### src/fbs_pkg.sv
`default_nettype none
package fbs_pkg;

  // Largest source plus repair length of one block
  localparam int MAX_BLOCK_LEN = 64;

  // Field widths
  localparam int BYTES_W = 16;
  localparam int TIME_W  = 32;
  localparam int ID_W    = 6;
  localparam int BNUM_W  = 16;
  localparam int SLEN_W  = 7;
  localparam int RLEN_W  = 6;
  localparam int GAP_W   = 31;
  localparam int CFG_IDX_W  = 2;
  localparam int CFG_DATA_W = 16;

  // Configuration register indexes
  localparam logic [CFG_IDX_W-1:0] REG_SOURCE_LEN   = 2'd0;
  localparam logic [CFG_IDX_W-1:0] REG_REPAIR_LEN   = 2'd1;
  localparam logic [CFG_IDX_W-1:0] REG_START_NUMBER = 2'd2;

  typedef enum logic [0:0] {
    ST_IDLE,
    ST_REPAIR
  } ctrl_state_t;

  // Controller to datapath
  typedef struct packed {
    logic load_source;
    logic load_repair;
    logic next_block;
  } cmd_t;

  // Datapath to controller
  typedef struct packed {
    logic slot_free;
    logic block_ends;
    logic repair_none;
    logic repair_final;
  } status_t;

endpackage
`default_nettype wire

### src/fbs_ctrl.sv
`default_nettype none
module fbs_ctrl
  import fbs_pkg::*;
(
  input  wire logic    clk,
  input  wire logic    rst,
  input  wire logic    in_valid,
  output logic         in_ready,
  input  wire status_t status,
  output cmd_t         cmd
);

  ctrl_state_t state, state_next;

  // State register
  always_ff @(posedge clk) begin
    if (rst) begin
      state <= ST_IDLE;
    end else begin
      state <= state_next;
    end
  end

  // Next state and commands
  always_comb begin
    state_next = state;
    in_ready   = 1'b0;
    cmd        = '0;
    case (state)
      ST_IDLE: begin
        in_ready = status.slot_free;
        if (in_valid && status.slot_free) begin
          cmd.load_source = 1'b1;
          if (status.block_ends) begin
            if (status.repair_none) begin
              cmd.next_block = 1'b1;
            end else begin
              state_next = ST_REPAIR;
            end
          end
        end
      end
      ST_REPAIR: begin
        // Emit one repair header per free output slot
        if (status.slot_free) begin
          cmd.load_repair = 1'b1;
          if (status.repair_final) begin
            cmd.next_block = 1'b1;
            state_next     = ST_IDLE;
          end
        end
      end
      default: begin
        state_next = ST_IDLE;
      end
    endcase
  end

endmodule
`default_nettype wire

### src/fbs_dp.sv
`default_nettype none
module fbs_dp
  import fbs_pkg::*;
(
  input  wire logic                  clk,
  input  wire logic                  rst,
  input  wire logic                  cfg_we,
  input  wire logic [CFG_IDX_W-1:0]  cfg_index,
  input  wire logic [CFG_DATA_W-1:0] cfg_data,
  input  wire logic [BYTES_W-1:0]    in_bytes,
  input  wire logic [TIME_W-1:0]     in_time,
  input  wire cmd_t                  cmd,
  output status_t                    status,
  input  wire logic                  out_ready,
  output logic                       out_valid,
  output logic                       out_is_repair,
  output logic [ID_W-1:0]            out_symbol_id,
  output logic [BNUM_W-1:0]          out_block_number,
  output logic [SLEN_W-1:0]          out_source_len,
  output logic [SLEN_W-1:0]          out_total_len,
  output logic [BYTES_W-1:0]         out_repair_bytes,
  output logic [GAP_W-1:0]           out_max_gap,
  output logic                       out_last
);

  // Configuration registers
  logic [SLEN_W-1:0] source_block_len;
  logic [RLEN_W-1:0] repair_block_len;
  logic [BNUM_W-1:0] start_block_number;

  // Block state
  logic [ID_W-1:0]    position;
  logic [SLEN_W-1:0]  active_src;
  logic [RLEN_W-1:0]  active_rep;
  logic [BNUM_W-1:0]  block_number;
  logic [BYTES_W-1:0] largest;
  logic [TIME_W-1:0]  prev_time;
  logic               prev_valid;
  logic [GAP_W-1:0]   widest;
  logic               started;
  logic [RLEN_W-1:0]  rep_idx;

  // Values in force for the incoming packet
  logic               block_start;
  logic [SLEN_W-1:0]  eff_src;
  logic [RLEN_W-1:0]  eff_rep;
  logic [BYTES_W-1:0] eff_largest;
  logic [TIME_W-1:0]  diff;
  logic               gap_neg;
  logic [GAP_W-1:0]   eff_widest;
  logic               ends;

  // Length pair check for configuration writes
  logic [SLEN_W-1:0] pair_src;
  logic [RLEN_W-1:0] pair_rep;
  logic              pair_ok;
  logic [7:0]        pair_sum;

  assign block_start = (position == '0);
  assign eff_src     = block_start ? source_block_len : active_src;
  assign eff_rep     = block_start ? repair_block_len : active_rep;
  assign eff_largest = (block_start || in_bytes > largest) ? in_bytes : largest;

  // Wrapped gap since the previous block start
  assign diff       = prev_valid ? (in_time - prev_time) : '0;
  assign gap_neg    = diff[TIME_W-1];
  assign eff_widest = (block_start && !gap_neg && diff[GAP_W-1:0] > widest)
                      ? diff[GAP_W-1:0] : widest;

  assign ends = ({1'b0, position} + 7'd1) >= eff_src;

  always_comb begin
    pair_src = source_block_len;
    pair_rep = repair_block_len;
    if (cfg_index == REG_SOURCE_LEN) begin
      pair_src = cfg_data[SLEN_W-1:0];
    end else begin
      pair_rep = cfg_data[RLEN_W-1:0];
    end
    pair_sum = {1'b0, pair_src} + {2'b00, pair_rep};
    pair_ok  = (pair_src != '0) && (pair_sum <= 8'(MAX_BLOCK_LEN))
               && ((pair_src != source_block_len) || (pair_rep != repair_block_len));
  end

  assign status.slot_free    = !out_valid || out_ready;
  assign status.block_ends   = ends;
  assign status.repair_none  = (eff_rep == '0);
  assign status.repair_final = ({1'b0, rep_idx} + 7'd1) == {1'b0, active_rep};

  // Control and block state
  always_ff @(posedge clk) begin
    if (rst) begin
      source_block_len   <= 7'd1;
      repair_block_len   <= '0;
      start_block_number <= '0;
      position           <= '0;
      active_src         <= '0;
      active_rep         <= '0;
      block_number       <= '0;
      largest            <= '0;
      prev_time          <= '0;
      prev_valid         <= 1'b0;
      widest             <= '0;
      started            <= 1'b0;
      rep_idx            <= '0;
      out_valid          <= 1'b0;
    end else begin
      // Hold a beat until taken
      if (cmd.load_source || cmd.load_repair) begin
        out_valid <= 1'b1;
      end else if (out_ready) begin
        out_valid <= 1'b0;
      end

      if (cmd.load_source) begin
        started <= 1'b1;
        largest <= eff_largest;
        rep_idx <= '0;
        position <= ends ? '0 : position + 6'd1;
        if (block_start) begin
          active_src <= source_block_len;
          active_rep <= repair_block_len;
          widest     <= eff_widest;
          if (gap_neg) begin
            prev_valid <= 1'b0;
          end else begin
            prev_time  <= in_time;
            prev_valid <= 1'b1;
          end
        end
      end

      if (cmd.load_repair) begin
        rep_idx <= rep_idx + 6'd1;
      end

      if (cmd.next_block) begin
        block_number <= block_number + 16'd1;
      end

      // Configuration writes
      if (cfg_we) begin
        case (cfg_index)
          REG_SOURCE_LEN, REG_REPAIR_LEN: begin
            if (pair_ok) begin
              source_block_len <= pair_src;
              repair_block_len <= pair_rep;
              prev_valid       <= 1'b0;
            end
          end
          REG_START_NUMBER: begin
            start_block_number <= cfg_data;
            if (!started) begin
              block_number <= cfg_data;
            end
          end
          default: begin
          end
        endcase
      end
    end
  end

  // Result register
  always_ff @(posedge clk) begin
    if (cmd.load_source) begin
      out_is_repair    <= 1'b0;
      out_symbol_id    <= position;
      out_block_number <= block_number;
      out_source_len   <= eff_src;
      out_total_len    <= eff_src + {1'b0, eff_rep};
      out_repair_bytes <= in_bytes;
      out_max_gap      <= eff_widest;
      out_last         <= ends && (eff_rep == '0);
    end else if (cmd.load_repair) begin
      out_is_repair    <= 1'b1;
      out_symbol_id    <= active_src[ID_W-1:0] + rep_idx;
      out_block_number <= block_number;
      out_source_len   <= active_src;
      out_total_len    <= active_src + {1'b0, active_rep};
      out_repair_bytes <= largest;
      out_max_gap      <= widest;
      out_last         <= status.repair_final;
    end
  end

endmodule
`default_nettype wire

### src/fec_block_sequencer.sv
`default_nettype none
// FEC block sequencer: each source packet beat yields one source header beat;
// the packet that closes a block is followed by one repair header beat per
// repair slot. A source packet is accepted whenever the output register is
// free; after a closing packet with repair slots, the input is held while the
// single output register drains the repair headers, and backpressure on
// m_tready stretches all of this. Length writes take effect
// at the next block start; the start block number applies only before the
// first packet after reset.
module fec_block_sequencer
  import fbs_pkg::*;
(
  input  wire logic                  clk,
  input  wire logic                  rst,
  input  wire logic                  cfg_we,
  input  wire logic [CFG_IDX_W-1:0]  cfg_index,
  input  wire logic [CFG_DATA_W-1:0] cfg_data,
  input  wire logic                  s_tvalid,
  output logic                       s_tready,
  // packet_bytes[15:0], stream_time[47:16]
  input  wire logic [47:0]           s_tdata,
  output logic                       m_tvalid,
  input  wire logic                  m_tready,
  // symbol_id[5:0], block_number[21:6], source_len_out[28:22],
  // total_len_out[35:29], repair_bytes[51:36], max_gap[82:52], zero[87:83]
  output logic [87:0]                m_tdata,
  // is_repair[0]
  output logic                       m_tuser,
  output logic                       m_tlast
);

  cmd_t    cmd;
  status_t status;

  logic [ID_W-1:0]    symbol_id;
  logic [BNUM_W-1:0]  block_number;
  logic [SLEN_W-1:0]  source_len;
  logic [SLEN_W-1:0]  total_len;
  logic [BYTES_W-1:0] repair_bytes;
  logic [GAP_W-1:0]   max_gap;

  fbs_ctrl u_ctrl (
    .clk      (clk),
    .rst      (rst),
    .in_valid (s_tvalid),
    .in_ready (s_tready),
    .status   (status),
    .cmd      (cmd)
  );

  fbs_dp u_dp (
    .clk              (clk),
    .rst              (rst),
    .cfg_we           (cfg_we),
    .cfg_index        (cfg_index),
    .cfg_data         (cfg_data),
    .in_bytes         (s_tdata[15:0]),
    .in_time          (s_tdata[47:16]),
    .cmd              (cmd),
    .status           (status),
    .out_ready        (m_tready),
    .out_valid        (m_tvalid),
    .out_is_repair    (m_tuser),
    .out_symbol_id    (symbol_id),
    .out_block_number (block_number),
    .out_source_len   (source_len),
    .out_total_len    (total_len),
    .out_repair_bytes (repair_bytes),
    .out_max_gap      (max_gap),
    .out_last         (m_tlast)
  );

  // Pack the result beat
  assign m_tdata = {5'b00000, max_gap, repair_bytes, total_len, source_len,
                    block_number, symbol_id};

endmodule
`default_nettype wire

### config.mk
export PLATFORM = sky130hd
export DESIGN_NAME = fec_block_sequencer
export DESIGN_NICKNAME = d
export VERILOG_FILES = /design/src/fbs_pkg.sv /design/src/fbs_ctrl.sv /design/src/fbs_dp.sv /design/src/fec_block_sequencer.sv
export SDC_FILE = /design/constraint.sdc
export NUM_CORES = 1
export LEC_CHECK = 0
export BUFFER_PORTS_ARGS = -buffer_cell sky130_fd_sc_hd__buf_2
export CAP_MARGIN = 20
export CORE_MARGIN = 10
export CORE_UTILIZATION = 64
export DETAILED_ROUTE_END_ITERATION = 8
export PLACE_DENSITY = 0.85
export SETUP_SLACK_MARGIN = 0.2
export SLEW_MARGIN = 5
export SYNTH_ARGS = -nofsm -noshare
export SYNTH_HDL_FRONTEND = slang
export SYNTH_SLANG_ARGS = --single-unit
### constraint.sdc
create_clock -name clk -period 11.53 [get_ports clk]
set_input_delay 0.5765 -clock clk [delete_from_list [all_inputs] [get_ports clk]]
set_output_delay 0.5765 -clock clk [all_outputs]
set_load 0.02 [all_outputs]
---- Yosys cells after proc, flatten, opt, wreduce, memory -nomap -nowiden ----
Index checks and enable logic that the tools add are counted.
operators by class
  reductions and logical operators ........ 23
  order comparisons ....................... 4
  eq/ne operators ......................... 5
  multiplexer cells ....................... 51
  add/sub/neg operators ................... 10
  bitwise logic cells ..................... 2
operators by type and width
  operator               number
  $mux 16                8
  $mux 31                3
  $mux 6                 7
  $mux 7                 6
  $mux 32                1
  $sub 32x32->32         1
  $gt 31x31->1           1
  $mux 1                 23
  $add 16x1->16 const B  1
  $gt 16x16->1           1
  $add 6x1->7 const B    2
  $add 7x6->7            2
  $add 6x1->6 const B    2
  $logic_not 6->1        2
  $add 7x6->8            1
  $le 8x7->1 const B     1
  $eq 7x6->1             1
  $ge 7x7->1             1
  $ne 7x7->1             1
  $reduce_bool 7->1      1
  $add 6x6->6            1
  $logic_and 1x1->1      6
  $ne 6x6->1             1
  $reduce_and 3->1       2
  11 further kinds       19
storage, ports and cells
  register bits after elaboration ......... 222
  logic and storage cells ................. 117
  input bits .............................. 71
  output and inout bits ................... 92

---- Depth between registers and ports, before layout ----
Gate-level depths: netlist of run 1.
  word-level depth ........................ 11
  gate-level depth with buffers ........... 20
  gate-level depth less buffers ........... 19

---- Hierarchy ----
Synthesis of run 1 repeated with hierarchy kept, for this count alone.
unflattened totals
  cells, all modules ...................... 1537
  area, all modules ....................... 13606.8 um2
by module, submodules not included
  module               instances  seq. area each (um2)  area each (um2)  cells each
  fbs_dp               1          5265.0                13466.7          1520
  fbs_ctrl             1          20.0                  98.8             11
  fec_block_sequencer  1          0.0                   41.3             6

---- Least setup slack after synthesis of run 1 ----
No wires, ideal clock.
  path type ............................... input -> register
  from .................................... in s_tdata[16]
  to ...................................... reg u_dp.out_max_gap[28] (data pin)
  setup time .............................. 0.262 ns
  data required time ...................... 11.268 ns
  path buffers ............................ 0
  slack ................................... 6.802 ns
  data arrival time ....................... 4.465 ns
  stages on the path ...................... 18
  path through ............................ inv_1 ha_1 fa_1 nor2b_1 o2111ai_1 a21oi_1 o21a_1 o211ai_1 and4_1 or2_2 ha_1 nand3_1 or3_1 nor4_1 nor3_1 a211oi_2 nand2_4 mux2_1
between the ends
  longest elaborated chain between the ends .. 7
  elaborated cells between the ends (all ways) .. 8
  those cells by class .................... add/sub: 1; order compare: 1; mux: 3; reduce/logical: 3
RTL lines
  what                                                                  RTL line                   source
  from (decl)                                                           fec_block_sequencer.sv:21  input wire logic [47:0] s_tdata,
  $sub 32x32->32 (*)                                                    fbs_dp.sv:65               assign diff = prev_valid ? (in_time - prev_time) : '0;
  $mux 32 (*)                                                           fbs_dp.sv:65
  parallel branches: the longest is 3 deep, another holds $gt 31x31->1  n/a
  $mux 31 (*)                                                           fbs_dp.sv:68               ? diff[GAP_W-1:0] : widest;
  $mux 31 (*)                                                           fbs_dp.sv:166              if (cmd.load_source) begin
  to (signal assigned)                                                  fbs_dp.sv:173              out_max_gap <= eff_widest;
  to (signal assigned)                                                  fbs_dp.sv:182              out_max_gap <= widest;
  to (decl)                                                             fbs_dp.sv:22               output logic [GAP_W-1:0] out_max_gap,
Mark *: on every way between the ends.
A chain may end at the register's enable or synchronous reset.

---- Final worst setup path of run 1 ----
  from .................................... reg u_dp.prev_time[0]
  to ...................................... reg u_dp.widest[26]
between the ends
  longest elaborated chain between the ends .. 6
  elaborated cells between the ends (all ways) .. 7
  those cells by class .................... add/sub: 1; order compare: 1; mux: 2; reduce/logical: 3
RTL lines
  what                                                                  RTL line       source
  from (decl)                                                           fbs_dp.sv:37   logic [TIME_W-1:0] prev_time;
  from (signal assigned)                                                fbs_dp.sv:127  prev_time <= in_time;
  $sub 32x32->32 (*)                                                    fbs_dp.sv:65
  $mux 32 (*)                                                           fbs_dp.sv:65
  parallel branches: the longest is 3 deep, another holds $gt 31x31->1  n/a
  $mux 31 (*)                                                           fbs_dp.sv:68
  to (signal assigned)                                                  fbs_dp.sv:123  widest <= eff_widest;
  to (decl)                                                             fbs_dp.sv:39   logic [GAP_W-1:0] widest;
Marks and branches as above.

==> impl_results.md, run 1 <==
* Number of gates resized after cts at 0
* Number of global-route vias before repair at 12200
* Global route overflow at 0
* Worst Path Buf+Inv at 0
* DIE AREA at 27800 µm²
* Fraction of layout cells with a size suffix above 1 at 14.7%
* Top_reg_cell synth: dfxtp_1
* Crit path DAT at 6.05 ns
* Largest net degree at the start of global routing at 79
* Pwr Total at 3230 µW
* Clock sink count at 222
* Port Buffers at 157
* Most frequent cells in the layout: nand2_1, buf_2, a21oi_1, dfxtp_1, inv_1
* Hold Crit Class: in -> reg
* Leak pwr at 0.00649 µW
* Status: finished, final reports clean
* Fin cells at 1988
* Min Tclk post-route at 5.62 ns
* Fin worst setup slack at 5.91 ns
* Via density at 6.14
* Std cell rows at 53
* Post-synthesis sequential area ratio at 38.3%
* GRT Util Overall at 25.0%
* Top Ports at 163
* Setup crit start kind: flop
* Worst slew margin at 30.3%
* Seq. cell area at 5290 µm²
* Root Driver: clkbuf_16
* Number of flops mapped to enable cells by yosys at 84
* Iteration-0 DRC count of the detailed router at 981
* DRC at 0
* Post-route ant nets at 0
* CP max FO at 28
* Final WL at 36700 µm
* Final count of hold timing violations at 0
* Placement Setup Slack at 5.60 ns
* Clock Latency Late Sink at 0.54 ns
* Multi-input logic area at 7690 µm²
* H-tree Lvls at 1
* Distinct cells, synth at 76
* Cells after DPL at 1939
* WP data required at 11.95 ns
* Synth-to-layout area growth at 12.8%
* CTS clk-pin slew, worst paths at 0.06 ns
* Fin Clk Skew at 0.0169 ns
* Placer Congestion at 0.934
* Number of synthesis warnings at 0
* CTS tree: done
* Slew Limit Fails at 0
* Max_cap viols at 0
* Core box area at 21200 µm²
* CP Capture Type: flop
* DIE HEIGHT at 167 µm
* Asr flop ratio synth at 0%
* Via count at 12200
* RSZ-0062 raised after global routing: no
* Initial core utilization at 65.3%
* Clk buf depth at 3
* First-pass GRT wire length at 59500 µm
* Hold-fix buffers, CTS at 0
* Crit-path max cell delay at 0.70 ns
* WL/cell at 18.4 µm
* HPWL Detailed at 26000 µm
* Syn Inst Count at 1574
* Die X at 167 µm
* TritonCTS buffer count at 26
* Commonest non-fill, non-tap cell in the layout: nand2_1
* Worst-margin pin slew at 1.05 ns
* Postcts setup bufs at 0
* Final Hold Slack at 0.290 ns
* Setup Viol. Count Final at 0
* Max stage delay cell, worst path: a211o_1
* WS Path Type: reg -> reg
* Drt pass-1 iters at 6
* Pwr dens at 207 nW/µm²
* Fin crit share at 48.8%
* Fillers at 1576
* Setup_tns at 0 ns
* CP Cell Sequence: ha_1, fa_1, nor2b_1, o2111ai_1, a211oi_1, o21ai_0, a21oi_1, nor3_1, nor3_1, ha_1, a21oi_1, a21oi_1, a211oi_1, nor2b_1, a211o_1, nor3_1, a22o_1
* Delay-heaviest family, CP: compound AO/OA/AOI/OAI gates
* Peak supply drop at 0.161 mV
* Mean post-synth cell area at 8.77 µm²
* Netlist Area Pre-Place at 13800 µm²
* Fmax at 178 MHz
* Antenna violations before repair at 1
* Yosys reg bits at 222
* NumNets Final at 1880
## worst paths after layout
kind                              start                         to  slack [ns]  cells after the start
hold reg to reg   u_dp.block_number[15]  u_dp.out_block_number[15]        0.45                      0
hold / removal             cfg_data[15]      u_dp.block_number[15]        0.29                      3
setup reg to reg      u_dp.prev_time[0]            u_dp.widest[26]        5.91                     17
setup / recovery      u_dp.prev_time[0]            u_dp.widest[26]        5.91                     17
## kinds of logic (layout without fill, tap and decap cells)
kind of cell	Yosys count	after routing	synth area share [%]
fa+ha+maj	117	117	10.9
other cells	1	6	0.0272
compound gates	425	425	20.5
buf+inv	204	338	6.23
simple gates	504	504	17.1
flops	222	222	38.3
xor+xnor	65	65	4.22
mux	36	36	2.81
## metal layers
metal	GRT usage (%)	wire, µm	vias to the layer above
li1	-	-	5901
met1	29.8	15000	5719
met2	44.4	18300	497
met3	3.95	2360	81
met4	8.78	1000	0
met5	0	0	-
## cell type report
class                      count  share of cell area, %
tap                          275                   2.21
timing repair buffer         169                   5.82
clock buffer                  30                   4.40
inverter                     121                   2.92
antenna                        1                 0.0161
clock inverter                18                   1.33
multi-input combinational   1152                   49.4
sequential                   222                   33.9
## state kept, by name (all words and copies together), names as in the netlist, 16 cells and up
signal                 count
u_dp.prev_time            32
u_dp.out_max_gap          31
u_dp.widest               31
u_dp.block_number         16
u_dp.largest              16
u_dp.out_block_number     16
u_dp.out_repair_bytes     16
## synthesized netlist by cell type (all sizes together) (5+ instances only)
cell	instances	area, µm²
a22oi	6	45.0
nand4	18	128
nand2	208	788
a22o	5	43.8
and3	10	62.6
nand2b	17	106
a211oi	33	258
nand3	49	245
inv	121	454
mux2i	14	140
nor3	34	170
mux2	22	248
nor4	6	37.5
o21ai	85	425
a21oi	144	721
or3	6	37.5
fa	5	100
o21bai	6	45.0
nand4b	16	140
a2111oi	8	126
nor2	104	390
dfxtp	138	2760
and4	6	55.1
clkbuf	55	209
o21a	14	105
o32a	17	170
ha	112	1400
a31oi	7	50.1
edfxtp	84	2520
nor2b	8	50.1
and2	12	75.1
a21o	36	270
o22ai	5	31.3
o211ai	7	52.6
buf	28	196
xor2	22	193
xnor2	42	368
o311ai	17	149
## worst reg2reg max path, cell delays in order, from the launching register on
cell,delay (ns)
dfxtp_1,0.32
ha_1,0.22
fa_1,0.40
nor2b_1,0.24
o2111ai_1,0.22
a211oi_1,0.58
o21ai_0,0.37
a21oi_1,0.27
nor3_1,0.08
nor3_1,0.34
ha_1,0.33
a21oi_1,0.13
a21oi_1,0.07
a211oi_1,0.39
nor2b_1,0.26
a211o_1,0.70
nor3_1,0.28
a22o_1,0.31
## per-stage QoR
stage,utilization (%),cell area (µm²)
3_5_place_dp,69.4,14700
5_1_grt,73.6,15600
6_report,73.6,15600
3_3_place_gp,69.2,14600
4_1_cts,73.6,15600
2_1_floorplan,-,13800
## power breakdown
part | internal [µW] | switching [µW] | total (µW)
Clock | 516 | 335 | 851
Combinational | 418 | 867 | 1280
Sequential | 1000 | 88.6 | 1090
Total | 1940 | 1290 | 3230
Power figures use the tool's default switching activity.
==> run 2: changes to the inputs <==
- CORE_UTILIZATION: 64 -> 54
- PLACE_DENSITY: 0.85 -> 0.77
- clock period: 11.53 -> 5.1 ns (I/O delays scaled with it)
==> run 2 against run 1 <==
  * Non-clock buffer count up 45
  * Critical path type is now in -> reg
  * Clock skew about the same
  * Largest power group unchanged
  * Critical path depth rose by 2
==> impl_results.md, run 2 (same netlist as run 1, synthesis figures left out) <==
* Largest registers: u_dp.prev_time: 32 flops, u_dp.out_max_gap: 31 flops, u_dp.widest: 31 flops (unchanged)
* Setup_tns at 0 ns (unchanged)
* Hold Crit Class: in -> reg (unchanged)
* Seq. cell area at 5290 µm² (unchanged)
* Pwr dens at 454 nW/µm² (was 207 nW/µm²)
* Top Ports at 163 (unchanged)
* Cells after DPL at 2004 (was 1939)
* Peak supply drop at 0.320 mV (was 0.161 mV)
* Root Driver: clkbuf_16 (unchanged)
* Number of global-route vias before repair at 11600 (was 12200)
* DIE AREA at 32400 µm² (was 27800 µm²)
* Worst slew margin at 29.9% (was 30.3%)
* Clock sink count at 222 (unchanged)
* Clk buf depth at 3 (unchanged)
* Diode count at 0 (was 1)
* Status: finished, final reports clean (unchanged)
* Crit path DAT at 4.94 ns (was 6.05 ns)
* Most frequent cells in the layout: nand2_1, buf_2, a21oi_1, dfxtp_1, inv_1 (unchanged)
* Leak pwr at 0.00665 µW (was 0.00649 µW)
* Global route overflow at 0 (unchanged)
* Antenna violations before repair at 0 (was 1)
* Setup Viol. Count Final at 0 (unchanged)
* Crit-path max cell delay at 0.55 ns (was 0.70 ns)
* Fin Clk Skew at 0.0165 ns (was 0.0169 ns)
* CP Capture Type: flop (unchanged)
* Worst-margin pin slew at 1.05 ns (about the same)
* Worst hold stages at 3 (unchanged)
* Largest net degree at the start of global routing at 90 (was 79)
* Final WL at 36300 µm (was 36700 µm)
* Commonest non-fill, non-tap cell in the layout: nand2_1 (unchanged)
* Initial core utilization at 54.8% (was 65.3%)
* TritonCTS buffer count at 25 (was 26)
* Final core occ at 63.7% (was 73.6%)
* R2R depth at 19 (was 17)
* Fmax at 214 MHz
* WP data required at 5.37 ns (was 11.95 ns)
* Std cell rows at 58 (was 53)
* H-tree Lvls at 1 (unchanged)
* First-pass GRT wire length at 58200 µm (was 59500 µm)
* Clock Latency Late Sink at 0.53 ns (was 0.54 ns)
* Pwr Total at 7270 µW (was 3230 µW)
* Core box area at 25200 µm² (was 21200 µm²)
* GRT Util Overall at 21.0% (was 25.0%)
* Final count of hold timing violations at 0 (unchanged)
* Biggest register: u_dp.prev_time (unchanged)
* Die X at 180 µm (was 167 µm)
* Slew Limit Fails at 0 (unchanged)
* DIE HEIGHT at 180 µm (was 167 µm)
* Via count at 12100 (was 12200)
* Largest register FFs at 32 (unchanged)
* DRC at 0 (unchanged)
* CTS tree: done (unchanged)
* WS Path Type: in -> reg (was reg -> reg)
* Port Buffers at 157 (unchanged)
* CP Cell Sequence: dlygate4sd3_1, buf_2, ha_1, a21oi_1, o21ai_0, o41ai_2, o22a_1, nand3_1, a21oi_1, mux2i_1, ha_1, a21o_1, a21o_1, a211oi_1, nor2b_1, a211oi_2, buf_4, nand2_4, mux2_2 (was ha_1, fa_1, nor2b_1, o2111ai_1, a211oi_1, o21ai_0, a21oi_1, nor3_1, nor3_1, ha_1, a21oi_1, a21oi_1, a211oi_1, nor2b_1, a211o_1, nor3_1, a22o_1)
* Iteration-0 DRC count of the detailed router at 1121 (was 981)
* NumNets Final at 1924 (was 1880)
* Fin crit share at 91.7%
* WL/cell at 17.4 µm (was 18.4 µm)
* Synth-to-layout area growth at 16.1% (was 12.8%)
* HPWL Detailed at 25900 µm (was 26000 µm)
* Fin cells at 2084 (was 1988)
* Fillers at 2066 (was 1576)
* Multi-input logic area at 7770 µm² (was 7690 µm²)
* CTS clk-pin slew, worst paths at 0.05 ns (was 0.06 ns)
* Setup crit start kind: primary input (was flop)
* Drt pass-1 iters at 5 (was 6)
* Max_cap viols at 0 (unchanged)
* Min Tclk post-route at 4.67 ns
* Via density at 5.81 (was 6.14)
* RSZ-0062 raised after global routing: no (unchanged)
* Fraction of layout cells with a size suffix above 1 at 15.6% (was 14.7%)
* Placer Congestion at 0.910 (was 0.934)
* Max stage delay cell, worst path: dlygate4sd3_1 (was a211o_1)
* Post-route ant nets at 0 (unchanged)
* CP max FO at 10 (was 28)
==> run 2: power by group <==
group          internal [µW]  switching (µW)
combinational           1060            2010
sequential              2270             183
clock                   1020             731
total                   4350            2920
==> run 2: layout make-up <==
type | instances | share of cell area, %
tap | 330 | 2.58
inverter | 121 | 2.83
timing repair buffer | 214 | 8.15
multi-input combinational | 1152 | 48.5
sequential | 222 | 33.0
clock buffer | 33 | 4.41
clock inverter | 12 | 0.593
==> run 2: repair_timing <==
item,4_1_cts,5_1_grt
gates resized for setup,0,20
hold endpoints to repair,33,0
setup buffers,0,2
endpoints found under the setup margin,0,62
hold buffers,33,0
==> run 2: final timing paths <==
| check | from | endpoint | slack [ns] |
|---|---|---|---|
| worst min register to register | u_dp.prev_time[30] | u_dp.prev_time[30] | 0.46 |
| worst min-delay path | cfg_data[14] | u_dp.block_number[14] | 0.02 |
| worst max register to register | u_dp.prev_time[4] | u_dp.out_max_gap[25] | 0.45 |
| worst max-delay path | s_tdata[31] | u_dp.out_max_gap[25] | 0.43 |
==> run 2: critical path: cells and delay by family <==
kind | cells | cell delay (ns)
multiplexers | 2 | 0.63
AO/OA/AOI/OAI | 9 | 2.02
adder cells (fa/ha/maj) | 2 | 0.67
buffers and inverters | 3 | 0.86
AND/OR/NAND/NOR | 3 | 0.50
==> run 2: per-layer routing <==
layer	global-route usage [%]	vias up	share of wire, %
met5	0	-	0
met4	6.25	0	2.5
met3	3.98	72	6.6
met2	36.6	403	49
met1	25.7	5662	42
li1	-	5980	-
==> run 2: per-stage QoR <==
step / hold WS [ns] / cell area, µm² / setup WS [ns]
floorplan: 0.380 / 13800 / 0.664
global placement: 0.442 / 14800 / 0.362
detailed placement: 0.447 / 14800 / 0.288
CTS: 0.00117 / 15900 / 0.235
global route: 0.0146 / 16000 / 0.196
finish: 0.0183 / 16000 / 0.426
==> run 3: changes to the inputs <==
- CORE_UTILIZATION: 54 -> 64
- PLACE_DENSITY: 0.77 -> 0.85
- clock period: 5.1 -> 5.4 ns (I/O delays scaled with it)
==> run 3 against run 2 <==
  * Sequential cell count did not move
  * Largest power group unchanged
  * Critical path depth grew 1
  * Worst hold slack worse by 0.0065 ns
  * Critical endpoint is now u_dp.widest[7]
  * Die area is 14% lower
==> impl_results.md, run 3 (same netlist as run 1, synthesis figures left out) <==
* Finished Cell Area at 15800 µm² (was 16000 µm²)
* Hold Crit Class: in -> reg (unchanged)
* Max_cap viols at 0 (unchanged)
* Fmax at 203 MHz
* RSZ-0062 raised after global routing: no (unchanged)
* Clk buf depth at 3 (unchanged)
* CP max FO at 25 (was 10)
* Antenna violations before repair at 1 (was 0)
* Fraction of layout cells with a size suffix above 1 at 14.9% (was 15.6%)
* Setup_tns at 0 ns (unchanged)
* Commonest non-fill, non-tap cell in the layout: nand2_1 (unchanged)
* Port Buffers at 157 (unchanged)
* Cells after DPL at 1943 (was 2004)
* Pwr dens at 433 nW/µm² (was 454 nW/µm²)
* Placer Congestion at 0.964 (was 0.910)
* Peak supply drop at 0.352 mV (was 0.320 mV)
* Fin crit share at 91.2%
* WS Path Type: in -> reg (unchanged)
* Via count at 12300 (was 12100)
* Die X at 167 µm (was 180 µm)
* Fillers at 1530 (was 2066)
* Std cell rows at 53 (was 58)
* GRT Util Overall at 24.9% (was 21.0%)
* Initial core utilization at 65.3% (was 54.8%)
* Crit-path max cell delay at 0.54 ns (was 0.55 ns)
* Clock sink count at 222 (unchanged)
* Biggest register: u_dp.prev_time (unchanged)
* CTS clk-pin slew, worst paths at 0.06 ns (was 0.05 ns)
* Worst hold stages at 3 (unchanged)
* Top Ports at 163 (unchanged)
* WP data required at 5.84 ns (was 5.37 ns)
* Setup crit start kind: primary input (unchanged)
* Iteration-0 DRC count of the detailed router at 844 (was 1121)
* Global route overflow at 0 (unchanged)
* Largest registers: u_dp.prev_time: 32 flops, u_dp.out_max_gap: 31 flops, u_dp.widest: 31 flops (unchanged)
* CP Cell Sequence: dlygate4sd3_1, buf_2, ha_1, a21o_1, a21o_1, a221oi_2, buf_4, a21oi_1, a211o_1, xor2_1, and2_1, ha_1, nand2_1, or3_1, nor4_1, nor3_1, a211oi_2, buf_4, nand3_1, a21oi_1 (was dlygate4sd3_1, buf_2, ha_1, a21oi_1, o21ai_0, o41ai_2, o22a_1, nand3_1, a21oi_1, mux2i_1, ha_1, a21o_1, a21o_1, a211oi_1, nor2b_1, a211oi_2, buf_4, nand2_4, mux2_2)
* Slew Limit Fails at 0 (unchanged)
* Max stage delay cell, worst path: dlygate4sd3_1 (unchanged)
* TritonCTS buffer count at 25 (unchanged)
* Worst Path Buf+Inv at 4 (was 3)
* Via density at 6.09 (was 5.81)
* H-tree Lvls at 1 (unchanged)
* Fin Clk Skew at 0.0173 ns (was 0.0165 ns)
* First-pass GRT wire length at 59600 µm (was 58200 µm)
* Min Tclk post-route at 4.93 ns
* Final core occ at 74.9% (was 63.7%)
* Synth-to-layout area growth at 14.7% (was 16.1%)
* Worst-margin pin slew at 0.982 ns (was 1.05 ns)
* Core box area at 21200 µm² (was 25200 µm²)
* Worst slew margin at 34.5% (was 29.9%)
* Setup Viol. Count Final at 0 (unchanged)
* HPWL Detailed at 25900 µm (about the same)
* Largest net degree at the start of global routing at 85 (was 90)
* Most frequent cells in the layout: nand2_1, buf_2, a21oi_1, dfxtp_1, inv_1 (unchanged)
* DIE HEIGHT at 167 µm (was 180 µm)
* CP Capture Type: flop (unchanged)
* Post-route ant nets at 0 (unchanged)
* Largest register FFs at 32 (unchanged)
* Drt pass-1 iters at 5 (unchanged)
* Delay-heaviest family, CP: compound AO/OA/AOI/OAI gates (unchanged)
* DIE AREA at 27800 µm² (was 32400 µm²)
* Leak pwr at 0.00660 µW (was 0.00665 µW)
* R2R depth at 18 (was 19)
* Status: finished, final reports clean (unchanged)
* Clock Latency Late Sink at 0.53 ns (about the same)
* Dpl cell area at 14700 µm² (was 14800 µm²)
* Final WL at 36900 µm (was 36300 µm)
* Root Driver: clkbuf_16 (unchanged)
* Number of global-route vias before repair at 12000 (was 11600)
* Final Hold Slack at 0.0118 ns (was 0.0183 ns)
* Final count of hold timing violations at 0 (unchanged)
* NumNets Final at 1910 (was 1924)
* Crit path DAT at 5.37 ns (was 4.94 ns)
* Fin cells at 2016 (was 2084)
* Levels on crit path at 20 (was 19)
* WL/cell at 18.3 µm (was 17.4 µm)
* CTS tree: done (unchanged)
* DRC at 0 (unchanged)
## run 3: tightest hold or removal path, cell delays in order
cell and delay [ns]:
buf_2 0.11, nand2_1 0.05, a21oi_1 0.05
## run 3: worst paths after layout
path / start / to / slack [ns]
max: s_tdata[28] / u_dp.widest[7] / 0.47
min: s_tdata[43] / u_dp.prev_time[27] / 0.01
max reg2reg: u_dp.prev_time[0] / u_dp.widest[7] / 0.52
min reg2reg: u_dp.prev_time[28] / u_dp.prev_time[28] / 0.46
## run 3: routing by layer
layer | track usage, % | wire, µm | up-vias
li1 | - | - | 5961
met1 | 29.4 | 14900 | 5786
met2 | 44.5 | 18400 | 461
met3 | 4.31 | 2520 | 75
met4 | 8.32 | 1030 | 0
met5 | 0 | 0 | -
## run 3: final cells by class
| class | instances | area [µm²] | share of cell area [%] |
|---|---|---|---|
| Tap cell | 275 | 344 | 2.17 |
| Clock buffer | 36 | 751 | 4.74 |
| Sequential cell | 222 | 5290 | 33.4 |
| Timing Repair Buffer | 200 | 1200 | 7.55 |
| Inverter | 121 | 454 | 2.87 |
| Antenna cell | 1 | 2.50 | 0.0158 |
| Clock inverter | 9 | 101 | 0.640 |
| Multi-Input combinational cell | 1152 | 7710 | 48.7 |
## run 3: per-stage QoR
stage                     total power, µW  setup slack (ns)
after floorplan                      4290             0.964
after global placement               4980             0.408
after detailed placement             5070             0.227
after CTS                            6850             0.298
after global routing                 7250             0.201
final                                6870             0.475
## run 3: repair_timing
item,CTS,global route
hold buffers,26,0
resized for setup,0,9
setup buffers,0,1
endpoints found under the hold margin,26,0
endpoints found under the setup margin,0,62
## run 3: power by group
group | internal (µW) | switching (µW)
Combinational | 933 | 1870
Clock | 1030 | 720
Sequential | 2140 | 179
Total | 4100 | 2770
